$ cat src/design/toh_pkg.sv
`default_nettype none

package toh_pkg;

	// Default sample width
	localparam int SAMPLE_WIDTH_DEF = 16;

	// Coefficient register port
	localparam int COEF_W = 8;
	localparam int CFG_IDX_W = 2;

	localparam logic [CFG_IDX_W-1:0] REG_TIGHT = 2'd0;
	localparam logic [CFG_IDX_W-1:0] REG_BASE  = 2'd1;
	localparam logic [CFG_IDX_W-1:0] REG_LOOSE = 2'd2;

	localparam logic [COEF_W-1:0] TIGHT_RST = 8'd192;
	localparam logic [COEF_W-1:0] BASE_RST  = 8'd128;
	localparam logic [COEF_W-1:0] LOOSE_RST = 8'd64;

	// Orientation codes
	localparam int ORI_W = 3;
	localparam logic [ORI_W-1:0] ORI_NONE = 3'd0;
	localparam logic [ORI_W-1:0] ORI_ZP   = 3'd1;
	localparam logic [ORI_W-1:0] ORI_ZN   = 3'd2;
	localparam logic [ORI_W-1:0] ORI_XP   = 3'd3;
	localparam logic [ORI_W-1:0] ORI_XN   = 3'd4;
	localparam logic [ORI_W-1:0] ORI_YP   = 3'd5;
	localparam logic [ORI_W-1:0] ORI_YN   = 3'd6;

	// Datapath operations
	typedef enum logic [3:0] {
		OP_NOP,
		OP_SQX,
		OP_SQY,
		OP_SQZ,
		OP_SUM,
		OP_MULZ,
		OP_MULX,
		OP_DECIDE,
		OP_CLEAR
	} op_t;

	typedef struct packed {
		logic load;
		op_t  op;
	} dp_cmd_t;

endpackage

`default_nettype wire

$ cat src/design/toh_ctrl.sv
`default_nettype none

module toh_ctrl (
	input  wire logic             clk,
	input  wire logic             arst_n,
	input  wire logic             in_valid,
	output logic                  in_ready,
	input  wire logic             kind,
	output logic                  out_valid,
	input  wire logic             out_ready,
	output toh_pkg::dp_cmd_t      cmd
);

	localparam logic [2:0] ST_IDLE = 3'd0;
	localparam logic [2:0] ST_SQX  = 3'd1;
	localparam logic [2:0] ST_SQY  = 3'd2;
	localparam logic [2:0] ST_SQZ  = 3'd3;
	localparam logic [2:0] ST_SUM  = 3'd4;
	localparam logic [2:0] ST_MZ   = 3'd5;
	localparam logic [2:0] ST_MX   = 3'd6;
	localparam logic [2:0] ST_DEC  = 3'd7;

	logic [2:0] state_q;
	logic [2:0] state_nx;
	logic       clr_q;
	logic       out_valid_q;
	logic       accept;
	logic       fire;

	assign in_ready  = (state_q == ST_IDLE);
	assign accept    = in_valid && in_ready;
	assign out_valid = out_valid_q;
	// Result slot is free when empty or being drained this cycle
	assign fire      = (state_q == ST_DEC) && (!out_valid_q || out_ready);

	// Sequence one item through the shared multiplier
	always_comb begin
		state_nx = state_q;
		cmd.load = 1'b0;
		cmd.op   = toh_pkg::OP_NOP;
		unique case (state_q)
			ST_IDLE: begin
				if (accept) begin
					cmd.load = 1'b1;
					state_nx = kind ? ST_DEC : ST_SQX;
				end
			end
			ST_SQX: begin
				cmd.op   = toh_pkg::OP_SQX;
				state_nx = ST_SQY;
			end
			ST_SQY: begin
				cmd.op   = toh_pkg::OP_SQY;
				state_nx = ST_SQZ;
			end
			ST_SQZ: begin
				cmd.op   = toh_pkg::OP_SQZ;
				state_nx = ST_SUM;
			end
			ST_SUM: begin
				cmd.op   = toh_pkg::OP_SUM;
				state_nx = ST_MZ;
			end
			ST_MZ: begin
				cmd.op   = toh_pkg::OP_MULZ;
				state_nx = ST_MX;
			end
			ST_MX: begin
				cmd.op   = toh_pkg::OP_MULX;
				state_nx = ST_DEC;
			end
			ST_DEC: begin
				if (fire) begin
					cmd.op   = clr_q ? toh_pkg::OP_CLEAR : toh_pkg::OP_DECIDE;
					state_nx = ST_IDLE;
				end
			end
			default: state_nx = ST_IDLE;
		endcase
	end

	// State, clear flag and result valid
	always_ff @(posedge clk or negedge arst_n) begin
		if (!arst_n) begin
			state_q     <= ST_IDLE;
			clr_q       <= 1'b0;
			out_valid_q <= 1'b0;
		end else begin
			state_q <= state_nx;
			if (accept) begin
				clr_q <= kind;
			end
			if (fire) begin
				out_valid_q <= 1'b1;
			end else if (out_ready) begin
				out_valid_q <= 1'b0;
			end
		end
	end

endmodule

`default_nettype wire

$ cat src/design/toh_datapath.sv
`default_nettype none

module toh_datapath #(
	parameter int SAMPLE_WIDTH = toh_pkg::SAMPLE_WIDTH_DEF
) (
	input  wire logic                                clk,
	input  wire logic                                arst_n,
	input  wire toh_pkg::dp_cmd_t                    cmd,
	input  wire logic signed [SAMPLE_WIDTH-1:0]      accel_x,
	input  wire logic signed [SAMPLE_WIDTH-1:0]      accel_y,
	input  wire logic signed [SAMPLE_WIDTH-1:0]      accel_z,
	input  wire logic                                cfg_we,
	input  wire logic [toh_pkg::CFG_IDX_W-1:0]       cfg_index,
	input  wire logic [toh_pkg::COEF_W-1:0]          cfg_data,
	output logic [toh_pkg::ORI_W-1:0]                orientation
);

	localparam int SQW = 2 * SAMPLE_WIDTH;
	localparam int PW  = SQW + toh_pkg::COEF_W;

	logic [toh_pkg::COEF_W-1:0] tight_q, base_q, loose_q;
	logic [toh_pkg::ORI_W-1:0]  cur_q;

	logic [SAMPLE_WIDTH-1:0] mx_q, my_q, mz_q;
	logic                    px_q, py_q, pz_q;
	logic [SQW-1:0]          xx_q, yy_q, zz_q, sxy_q;
	logic [PW-1:0]           prod_q;
	logic                    zwin_q;

	logic [SAMPLE_WIDTH-1:0] sq_op;
	logic [SQW-1:0]          sq;
	logic [SQW-1:0]          sum3;
	logic [toh_pkg::COEF_W-1:0] cz, cx;
	logic [PW-1:0]           zz_sh, xx_sh;
	logic                    xwin;
	logic [toh_pkg::ORI_W-1:0] ori_nx;

	// Magnitude of a two's complement sample
	function automatic logic [SAMPLE_WIDTH-1:0] mag(input logic [SAMPLE_WIDTH-1:0] v);
		return v[SAMPLE_WIDTH-1] ? (~v + SAMPLE_WIDTH'(1)) : v;
	endfunction

	// Square one magnitude per cycle
	always_comb begin
		case (cmd.op)
			toh_pkg::OP_SQY: sq_op = my_q;
			toh_pkg::OP_SQZ: sq_op = mz_q;
			default:         sq_op = mx_q;
		endcase
	end
	assign sq   = SQW'(sq_op) * SQW'(sq_op);
	assign sum3 = sxy_q + zz_q;

	// Pick limits from the last orientation
	always_comb begin
		case (cur_q) inside
			toh_pkg::ORI_NONE: begin
				cz = base_q;
				cx = base_q;
			end
			toh_pkg::ORI_ZP, toh_pkg::ORI_ZN: begin
				cz = loose_q;
				cx = base_q;
			end
			toh_pkg::ORI_YP, toh_pkg::ORI_YN: begin
				cz = tight_q;
				cx = tight_q;
			end
			default: begin
				cz = tight_q;
				cx = loose_q;
			end
		endcase
	end

	assign zz_sh = {zz_q, toh_pkg::COEF_W'(0)};
	assign xx_sh = {xx_q, toh_pkg::COEF_W'(0)};
	assign xwin  = xx_sh > prod_q;

	// Resolve the winning axis and its sign
	always_comb begin
		if (zwin_q) begin
			ori_nx = pz_q ? toh_pkg::ORI_ZP : toh_pkg::ORI_ZN;
		end else if (xwin) begin
			ori_nx = px_q ? toh_pkg::ORI_XP : toh_pkg::ORI_XN;
		end else begin
			ori_nx = py_q ? toh_pkg::ORI_YP : toh_pkg::ORI_YN;
		end
	end

	// Coefficient registers and orientation state
	always_ff @(posedge clk or negedge arst_n) begin
		if (!arst_n) begin
			tight_q <= toh_pkg::TIGHT_RST;
			base_q  <= toh_pkg::BASE_RST;
			loose_q <= toh_pkg::LOOSE_RST;
			cur_q   <= toh_pkg::ORI_NONE;
		end else begin
			if (cfg_we) begin
				unique case (cfg_index)
					toh_pkg::REG_TIGHT: tight_q <= cfg_data;
					toh_pkg::REG_BASE:  base_q  <= cfg_data;
					toh_pkg::REG_LOOSE: loose_q <= cfg_data;
					default: ;
				endcase
			end
			if (cmd.op == toh_pkg::OP_DECIDE) begin
				cur_q <= ori_nx;
			end else if (cmd.op == toh_pkg::OP_CLEAR) begin
				cur_q <= toh_pkg::ORI_NONE;
			end
		end
	end

	// Working registers
	always_ff @(posedge clk) begin
		if (cmd.load) begin
			mx_q <= mag(accel_x);
			my_q <= mag(accel_y);
			mz_q <= mag(accel_z);
			px_q <= !accel_x[SAMPLE_WIDTH-1] && (accel_x != '0);
			py_q <= !accel_y[SAMPLE_WIDTH-1] && (accel_y != '0);
			pz_q <= !accel_z[SAMPLE_WIDTH-1] && (accel_z != '0);
		end
		case (cmd.op)
			toh_pkg::OP_SQX: xx_q <= sq;
			toh_pkg::OP_SQY: yy_q <= sq;
			toh_pkg::OP_SQZ: zz_q <= sq;
			toh_pkg::OP_SUM: sxy_q <= xx_q + yy_q;
			toh_pkg::OP_MULZ: prod_q <= PW'(cz) * PW'(sum3);
			toh_pkg::OP_MULX: begin
				zwin_q <= zz_sh > prod_q;
				prod_q <= PW'(cx) * PW'(sxy_q);
			end
			default: ;
		endcase
	end

	assign orientation = cur_q;

endmodule

`default_nettype wire

$ cat src/design/tilt_orientation_hysteresis.sv
`default_nettype none

// Six-way orientation detector for signed three-axis accelerometer samples.
// Each transfer on the input channel yields exactly one orientation code
// (0 none, 1 Z+, 2 Z-, 3 X+, 4 X-, 5 Y+, 6 Y-); a clear item resets the state
// to none. Angle limits come from three Q0.8 cos-squared registers (index 0
// tight, 1 base, 2 loose) chosen by the previous orientation, which gives the
// hysteresis; write them only while the block is idle. A sample passes through
// one squarer that handles the three axes in turn, one sum step, the Z and X
// limit products formed one per cycle, and a decide step that waits for a free
// result slot; a clear item goes straight to decide. The next input is accepted
// while a result waits in the output register, and the result is held until its transfer.
module tilt_orientation_hysteresis #(
	parameter int SAMPLE_WIDTH = toh_pkg::SAMPLE_WIDTH_DEF
) (
	input  wire logic                              clk,
	input  wire logic                              arst_n,
	input  wire logic                              in_valid,
	output logic                                   in_ready,
	input  wire logic                              kind,
	input  wire logic signed [SAMPLE_WIDTH-1:0]    accel_x,
	input  wire logic signed [SAMPLE_WIDTH-1:0]    accel_y,
	input  wire logic signed [SAMPLE_WIDTH-1:0]    accel_z,
	output logic                                   out_valid,
	input  wire logic                              out_ready,
	output logic [toh_pkg::ORI_W-1:0]              orientation,
	input  wire logic                              cfg_valid,
	output logic                                   cfg_ready,
	input  wire logic [toh_pkg::CFG_IDX_W-1:0]     cfg_index,
	input  wire logic [toh_pkg::COEF_W-1:0]        cfg_data
);

	toh_pkg::dp_cmd_t cmd;

	assign cfg_ready = 1'b1;

	toh_ctrl u_ctrl (
		.clk       (clk),
		.arst_n    (arst_n),
		.in_valid  (in_valid),
		.in_ready  (in_ready),
		.kind      (kind),
		.out_valid (out_valid),
		.out_ready (out_ready),
		.cmd       (cmd)
	);

	toh_datapath #(
		.SAMPLE_WIDTH (SAMPLE_WIDTH)
	) u_datapath (
		.clk         (clk),
		.arst_n      (arst_n),
		.cmd         (cmd),
		.accel_x     (accel_x),
		.accel_y     (accel_y),
		.accel_z     (accel_z),
		.cfg_we      (cfg_valid && cfg_ready),
		.cfg_index   (cfg_index),
		.cfg_data    (cfg_data),
		.orientation (orientation)
	);

	// Block is busy in the cycle after taking an item
	a_busy_after_accept: assert property (@(posedge clk) disable iff (!arst_n)
		in_valid && in_ready |=> !in_ready)
		else $error("input accepted on consecutive cycles");

	// A clear item with an empty result slot reports none once it has passed the decide state
	a_clear_result: assert property (@(posedge clk) disable iff (!arst_n)
		in_valid && in_ready && kind && !out_valid
		|=> ##1 (out_valid && orientation == toh_pkg::ORI_NONE))
		else $error("clear item did not report none");

	// A new result only appears while an item is in work
	a_result_from_work: assert property (@(posedge clk) disable iff (!arst_n)
		$rose(out_valid) |-> $past(!in_ready))
		else $error("result appeared without an item in work");

endmodule

`default_nettype wire
$ cat config.mk
export PLATFORM = sky130hd
export DESIGN_NAME = tilt_orientation_hysteresis
export DESIGN_NICKNAME = d
export VERILOG_FILES = /design/src/design/toh_pkg.sv /design/src/design/toh_ctrl.sv /design/src/design/toh_datapath.sv /design/src/design/tilt_orientation_hysteresis.sv
export SDC_FILE = /design/constraint.sdc
export NUM_CORES = 2
export LEC_CHECK = 0
export BUFFER_PORTS_ARGS = -buffer_cell sky130_fd_sc_hd__clkbuf_2
export CAP_MARGIN = 20
export CELL_PAD_IN_SITES_DETAIL_PLACEMENT = 1
export CELL_PAD_IN_SITES_GLOBAL_PLACEMENT = 1
export CORE_AREA = 4 4 259 261
export CTS_BUF_LIST = sky130_fd_sc_hd__clkbuf_4 sky130_fd_sc_hd__clkbuf_8
export CTS_CLUSTER_SIZE = 12
export DETAILED_ROUTE_END_ITERATION = 12
export DIE_AREA = 0 0 263 265
export GPL_ROUTABILITY_DRIVEN = 0
export PLACE_DENSITY_LB_ADDON = 0.1
export SLEW_MARGIN = 20
export SYNTH_ARGS = -nofsm -noshare
export SYNTH_HDL_FRONTEND = slang
export SYNTH_SLANG_ARGS = --single-unit
export TNS_END_PERCENT = 10
$ cat constraint.sdc
create_clock -name clk -period 26.1 [get_ports clk]
set_clock_uncertainty 0.2 [all_clocks]
set_input_delay 1.305 -clock clk [delete_from_list [all_inputs] [get_ports clk]]
set_output_delay 1.305 -clock clk [all_outputs]
set_load 0.1 [all_outputs]
== Word level (Yosys, flattened, before mapping) ==
Index checks and enable logic that the tools add are counted.

* Flip-flop bits (word level): 252
* Bits in latches: 0
* Memory bits (writable): 0
* ROM bits: 0
* Bits of input ports: 64
* Output and inout bits: 6
* Word-level logic and storage cells: 111
* Memories: 0

* Add/sub/neg operators: 5
* Multiply operators: 3
* Divide/modulo/power cells: 0
* Order comparisons: 2
* Equality and inequality tests: 23
* Shift operators: 0
* Muxes and demuxes: 28
* Bitwise logic cells: 3
* Reduce and logical (&&, ||, !) cells: 25

{| class="wikitable"
|+ Operator list
! operator !! count
|-
| $gt A40 B40 Y1 || 2
|-
| $mul A8 B32 Y40 || 2
|-
| $pmux W40 S2 || 1
|-
| $add A32 B32 Y32 || 2
|-
| $add A16 B1 Y16 const B || 3
|-
| $not A16 Y16 || 3
|-
| $reduce_bool A16 Y1 || 3
|-
| $mux W15 || 3
|-
| $mux W8 || 5
|-
| $mul A16 B16 Y32 || 1
|-
| $pmux W16 S2 || 1
|-
| $pmux W4 S7 || 1
|-
| $mux W3 || 8
|-
| $pmux W3 S8 || 1
|-
| $eq A3 B3 Y1 const B || 6
|-
| $eq A4 B3 Y1 const B || 4
|-
| $eq A3 B2 Y1 const B || 3
|-
| $eq A4 B2 Y1 const B || 2
|-
| $mux W4 || 2
|-
| $reduce_and A2 Y1 || 4
|-
| $eq A3 B1 Y1 const B || 2
|-
| $logic_not A3 Y1 || 2
|-
| $reduce_bool A2 Y1 || 3
|-
| $logic_and A1 B1 Y1 || 5
|-
| 12 further kinds || 20
|}

== Logic depth before layout (Yosys ltp) ==
* Depth after elaboration: 8
* Gate-level depth with buffers: 33
* Mapped depth without buffers: 32

== Hierarchy ==
A second synthesis with hierarchy kept.

* Cells, all modules: 3840
* Area total of the unflattened synthesis: 36468.7 um2

{| class="wikitable"
|+ Modules (own cells, without submodules)
! module !! instances !! cells an instance !! area each (um2) !! seq. area each (um2)
|-
| toh_datapath || 1 || 3800 || 36052.1 || 7196.9
|-
| toh_ctrl || 1 || 38 || 405.4 || 125.1
|-
| tilt_orientation_hysteresis || 1 || 2 || 11.3 || 0.0
|}

== Worst setup path before layout ==
No wires, ideal clock.

* Kind: register to register
* Start: register u_ctrl.state_q[0]
* End: register u_datapath.xx_q[31] (data pin)
* Setup time: 278 ps
* Data arrival time: 8209 ps
* Data required time: 25622 ps
* Slack: 17414 ps
* Cell stages (with the launch flop): 28
* Buffers on the path: 3
* Clock period less this slack: 8686 ps
* Path through: dfrtp_1 -> inv_1 -> ha_1 -> nor2b_1 -> buf_2 -> buf_1 -> a221o_1 -> clkbuf_1 -> nand2_1 -> fa_1 -> fa_1 -> inv_1 -> fa_1 -> fa_1 -> fa_1 -> inv_1 -> fa_1 -> inv_1 -> ha_1 -> a21oi_1 -> o21ai_0 -> nor2b_1 -> nor3_2 -> a21oi_1 -> o31ai_1 -> o21ai_1 -> o41ai_1 -> xnor2_1

* Longest elaborated chain between the ends: 7
* Elaborated cells on any way between the ends: 14
* Those cells by class: mul: 1; eq/ne: 9; mux: 3; reduce/logical: 1

{| class="wikitable"
|+ RTL lines
! element !! line !! source
|-
| from (decl) || toh_ctrl.sv:23 || <nowiki>logic [2:0] state_q;</nowiki>
|-
| from (signal assigned) || toh_ctrl.sv:89 || <nowiki>state_q <= state_nx;</nowiki>
|-
| $eq A3 B3 Y1 || toh_ctrl.sv:34, toh_ctrl.sv:41 ||
|-
| $logic_and A1 B1 Y1 || toh_ctrl.sv:34 || <nowiki>assign fire = (state_q == ST_DEC) && (!out_valid_q || out_ready);</nowiki>
|-
| $mux W4 || toh_ctrl.sv:73 || <nowiki>if (fire) begin</nowiki>
|-
| $pmux W4 S7 * || toh_ctrl.sv:41 || <nowiki>unique case (state_q)</nowiki>
|-
| $eq A4 B2 Y1 || toh_datapath.sv:45 || <nowiki>case (cmd.op)</nowiki>
|-
| $pmux W16 S2 * || toh_datapath.sv:45 ||
|-
| $mul A16 B16 Y32 * || toh_datapath.sv:51 || <nowiki>assign sq = SQW'(sq_op) * SQW'(sq_op);</nowiki>
|-
| named net u_datapath.sq[31] || toh_datapath.sv:31 || <nowiki>logic [SQW-1:0] sq;</nowiki>
|-
| to (signal assigned) || toh_datapath.sv:126 || <nowiki>toh_pkg::OP_SQX: xx_q <= sq;</nowiki>
|-
| to (decl) || toh_datapath.sv:26 || <nowiki>logic [SQW-1:0] xx_q, yy_q, zz_q, sxy_q;</nowiki>
|}

Mark *: on every way through the listed nets, which the timed path passes. The rest lies on a longest branch.
A chain may end at the register's enable or synchronous reset.

== Worst setup path in the final report ==
* Start: register u_ctrl.state_q[0]
* End: register u_datapath.yy_q[31] (data pin)

* Longest elaborated chain between the ends: 7
* Elaborated cells on any way between the ends: 14
* Those cells by class: mul: 1; eq/ne: 9; mux: 3; reduce/logical: 1

{| class="wikitable"
|+ RTL lines
! element !! line !! source
|-
| $eq A3 B3 Y1 || toh_ctrl.sv:34, toh_ctrl.sv:41 ||
|-
| $logic_and A1 B1 Y1 || toh_ctrl.sv:34 ||
|-
| $mux W4 || toh_ctrl.sv:73 ||
|-
| $pmux W4 S7 * || toh_ctrl.sv:41 ||
|-
| $eq A4 B2 Y1 || toh_datapath.sv:45 ||
|-
| $pmux W16 S2 * || toh_datapath.sv:45 ||
|-
| $mul A16 B16 Y32 * || toh_datapath.sv:51 ||
|-
| named net u_datapath.sq[31] || toh_datapath.sv:31 ||
|-
| to (signal assigned) || toh_datapath.sv:127 || <nowiki>toh_pkg::OP_SQY: yy_q <= sq;</nowiki>
|-
| to (decl) || toh_datapath.sv:26 ||
|}

Marked as above.

==> flow_summary.yaml <==
global_routing:
  grt_pass1_wl_um: 177000
  antenna_found_initial: 1
  grt_start_max_net_pins: 53
  track_usage_pct: 31.7
  grt-ovfl-total: 0
  grt_pass1_vias: 32400
floorplan:
  rows: 93
  die_w_um: 263
  initial_core_util_pct: 56.9
  core-area_mm2: 0.0645
  io_pins: 70
  die_y_um: 265
  die-area_mm2: 0.0697
synthesis:
  synth_commonest_cells: "inv_1 (595), fa_1 (522), nand2_1 (515)"
  synth-edff-count: 217
  yosys_register_bits: 249
  synth_flop_cell: "edfxtp_1"
  synth.avg_cell_area_um2: 9.48
  async_flop_share_pct: 12.9
  synth_area_leaders: "fa_1 (28%), edfxtp_1 (18%), ha_1 (12%)"
  yosys.area.top_type: "fa_1"
  ys_seq_area_share_pct: 20.0
  synth_most_common_cell: "inv_1"
  netlist.area_leader.share_pct: 28.5
  synth.distinct_cells: 91
  netlist_area_mm2: 0.0367
  netlist_instances: 3867
  yosys_warnings: 0
  synth_nets: 4799
route:
  drc: 0
  drt-total-wl_um: 110000
  avgRoutedWirePerCell_um: 22.9
  final_antenna_net_count: 0
  vias: 28900
  routed_via_density: 6.00
  dr.pass1.iters: 6
  drt_iter0_drc: 2036
clock_network:
  post_cts_buffers: 0
  cts_tree: "done"
  clk_pin_slew_ps: 60
  cts.sinks: 249
  cts-buffers-inserted: 47
  cts_hold_buf: 0
  cts-root-buf: "clkbuf_8"
  clock_path_buffers: 3
  cts_max_level: 2
  worstSkewPairLatency_ps: 650
  ctsResizeCount: 0
sta:
  hold_viol: 0
  min_period_ps: 10270
  period_share_pct: 39.3
  setup_viol: 0
  rsz0062_at_grt: "no"
  fmax_ghz: 0.0974
  worstMarginPinSlew_ps: 1130
  relSlewSlack_pct: 24.7
  setup_tns_ps: 0
  drv_slew: 0
setup_path:
  worstPathRequired_ps: 26260
  max_stage_delay_ps: 620
  crit_slowest_cell: "a221oi_2"
  critical_path_arrival_ps: 10430
  cp_max_fo: 52
  crit_path_end_kind: "register"
  startpoint_type: "register"
  critical_path_class: "reg2reg"
final_layout:
  nNetsFinal: 4854
  final_area_mm2: 0.0390
  drive_above_1_share_pct: 7.37
  syn2layout_area_growth_pct: 6.35
worst_hold_path:
  hold_path_class: "reg2reg"
flow_run:
  drv_cap: 0
placement:
  io_buffers: 68
  hpwl_um: 89100
  place_area_mm2: 0.0381
status:
  status: "completed"
-- path summary, 6_finish.rpt --
kind / depth (start not counted) / endpoint / slack, ps / from
max: 31 / u_datapath.yy_q[31] / 15830 / u_ctrl.state_q[0]
min: 1 / u_datapath.base_q[3] / 340 / u_datapath.base_q[3]
max reg2reg: 31 / u_datapath.yy_q[31] / 15830 / u_ctrl.state_q[0]
min reg2reg: 1 / u_datapath.base_q[3] / 340 / u_datapath.base_q[3]
max in group asynchronous: 1 / u_datapath.base_q[2] / 24560 / arst_n
min in group asynchronous: 1 / u_datapath.orientation[1] / 570 / arst_n
-- worst max-delay path, delay by kind of cell, from the launching register on --
kind	cells	cell delay [ps]
xor+xnor	1	180
simple gates	6	1490
flops	1	400
buf+inv	8	1590
compound gates	8	2410
fa+ha+maj	8	3670
-- kinds of logic after synthesis --
kind of cell | after synthesis | synth area share (%)
AO/OA/AOI/OAI | 628 | 11.4
XOR/XNOR | 195 | 4.68
adder cells (fa/ha/maj) | 868 | 40.3
buffers and inverters | 707 | 7.30
flip-flops | 249 | 20.0
multiplexers | 43 | 1.29
other | 1 | 0.0102
AND/OR/NAND/NOR | 1176 | 15.0
-- flip-flops by register name, summed over array words and instances (netlist names) --
signal,flops
u_datapath.zwin_q,1
u_datapath.mz_q,16
u_datapath.yy_q,31
u_datapath.my_q,16
u_datapath.orientation,3
u_datapath.py_q,1
u_datapath.pz_q,1
u_ctrl.state_q,3
u_datapath.loose_q,8
u_datapath.base_q,8
u_datapath.tight_q,8
u_ctrl.clr_q,1
u_datapath.prod_q,40
u_ctrl.out_valid,1
u_datapath.mx_q,16
u_datapath.px_q,1
u_datapath.sxy_q,32
u_datapath.xx_q,31
u_datapath.zz_q,31
-- per-stage QoR --
stage	std cells	setup slack, ps	utilization (%)	hold WS (ps)
after floorplan	3867	17410	-	297
after global placement	4728	16380	59.0	317
after detailed placement	4728	15860	59.0	320
after CTS	4815	15830	60.5	334
after global routing	4816	15110	60.5	361
final	4816	15830	60.5	340
-- area by class of cell --
type                    instances  area, um2
flip-flops and latches        249       7320
repair buffers                111        663
inverters                     602       2260
fillers                      7361      25500
diodes                          1       2.50
clock buffers                  59        743
well taps                     855       1070
clock inverters                28        196
multi-input cells            2911      26700
-- metal layers --
metal / share of wire (%) / track usage [%] / wire length (um) / vias up
met5: 0 / 0 / 0 / -
met4: 3.6 / 11.2 / 4030 / 0
met3: 6.0 / 4.50 / 6610 / 283
met2: 49 / 54.3 / 53600 / 972
met1: 42 / 41.7 / 46200 / 14800
li1: - / - / - / 12800
-- placed cells by master (no fill, tap or decap), types with 99 or more instances in the layout --
| cell | count |
|---|---|
| a21oi_1 | 154 |
| inv_1 | 595 |
| xnor2_1 | 136 |
| a21o_1 | 99 |
| and2_1 | 194 |
| nor2_1 | 214 |
| nand2_1 | 515 |
| fa_1 | 522 |
| ha_1 | 346 |
| edfxtp_1 | 217 |
| o21ai_0 | 122 |
Power is not shown: default switching activity piles up to over one toggle a cycle in this logic, so the estimate is an artifact.
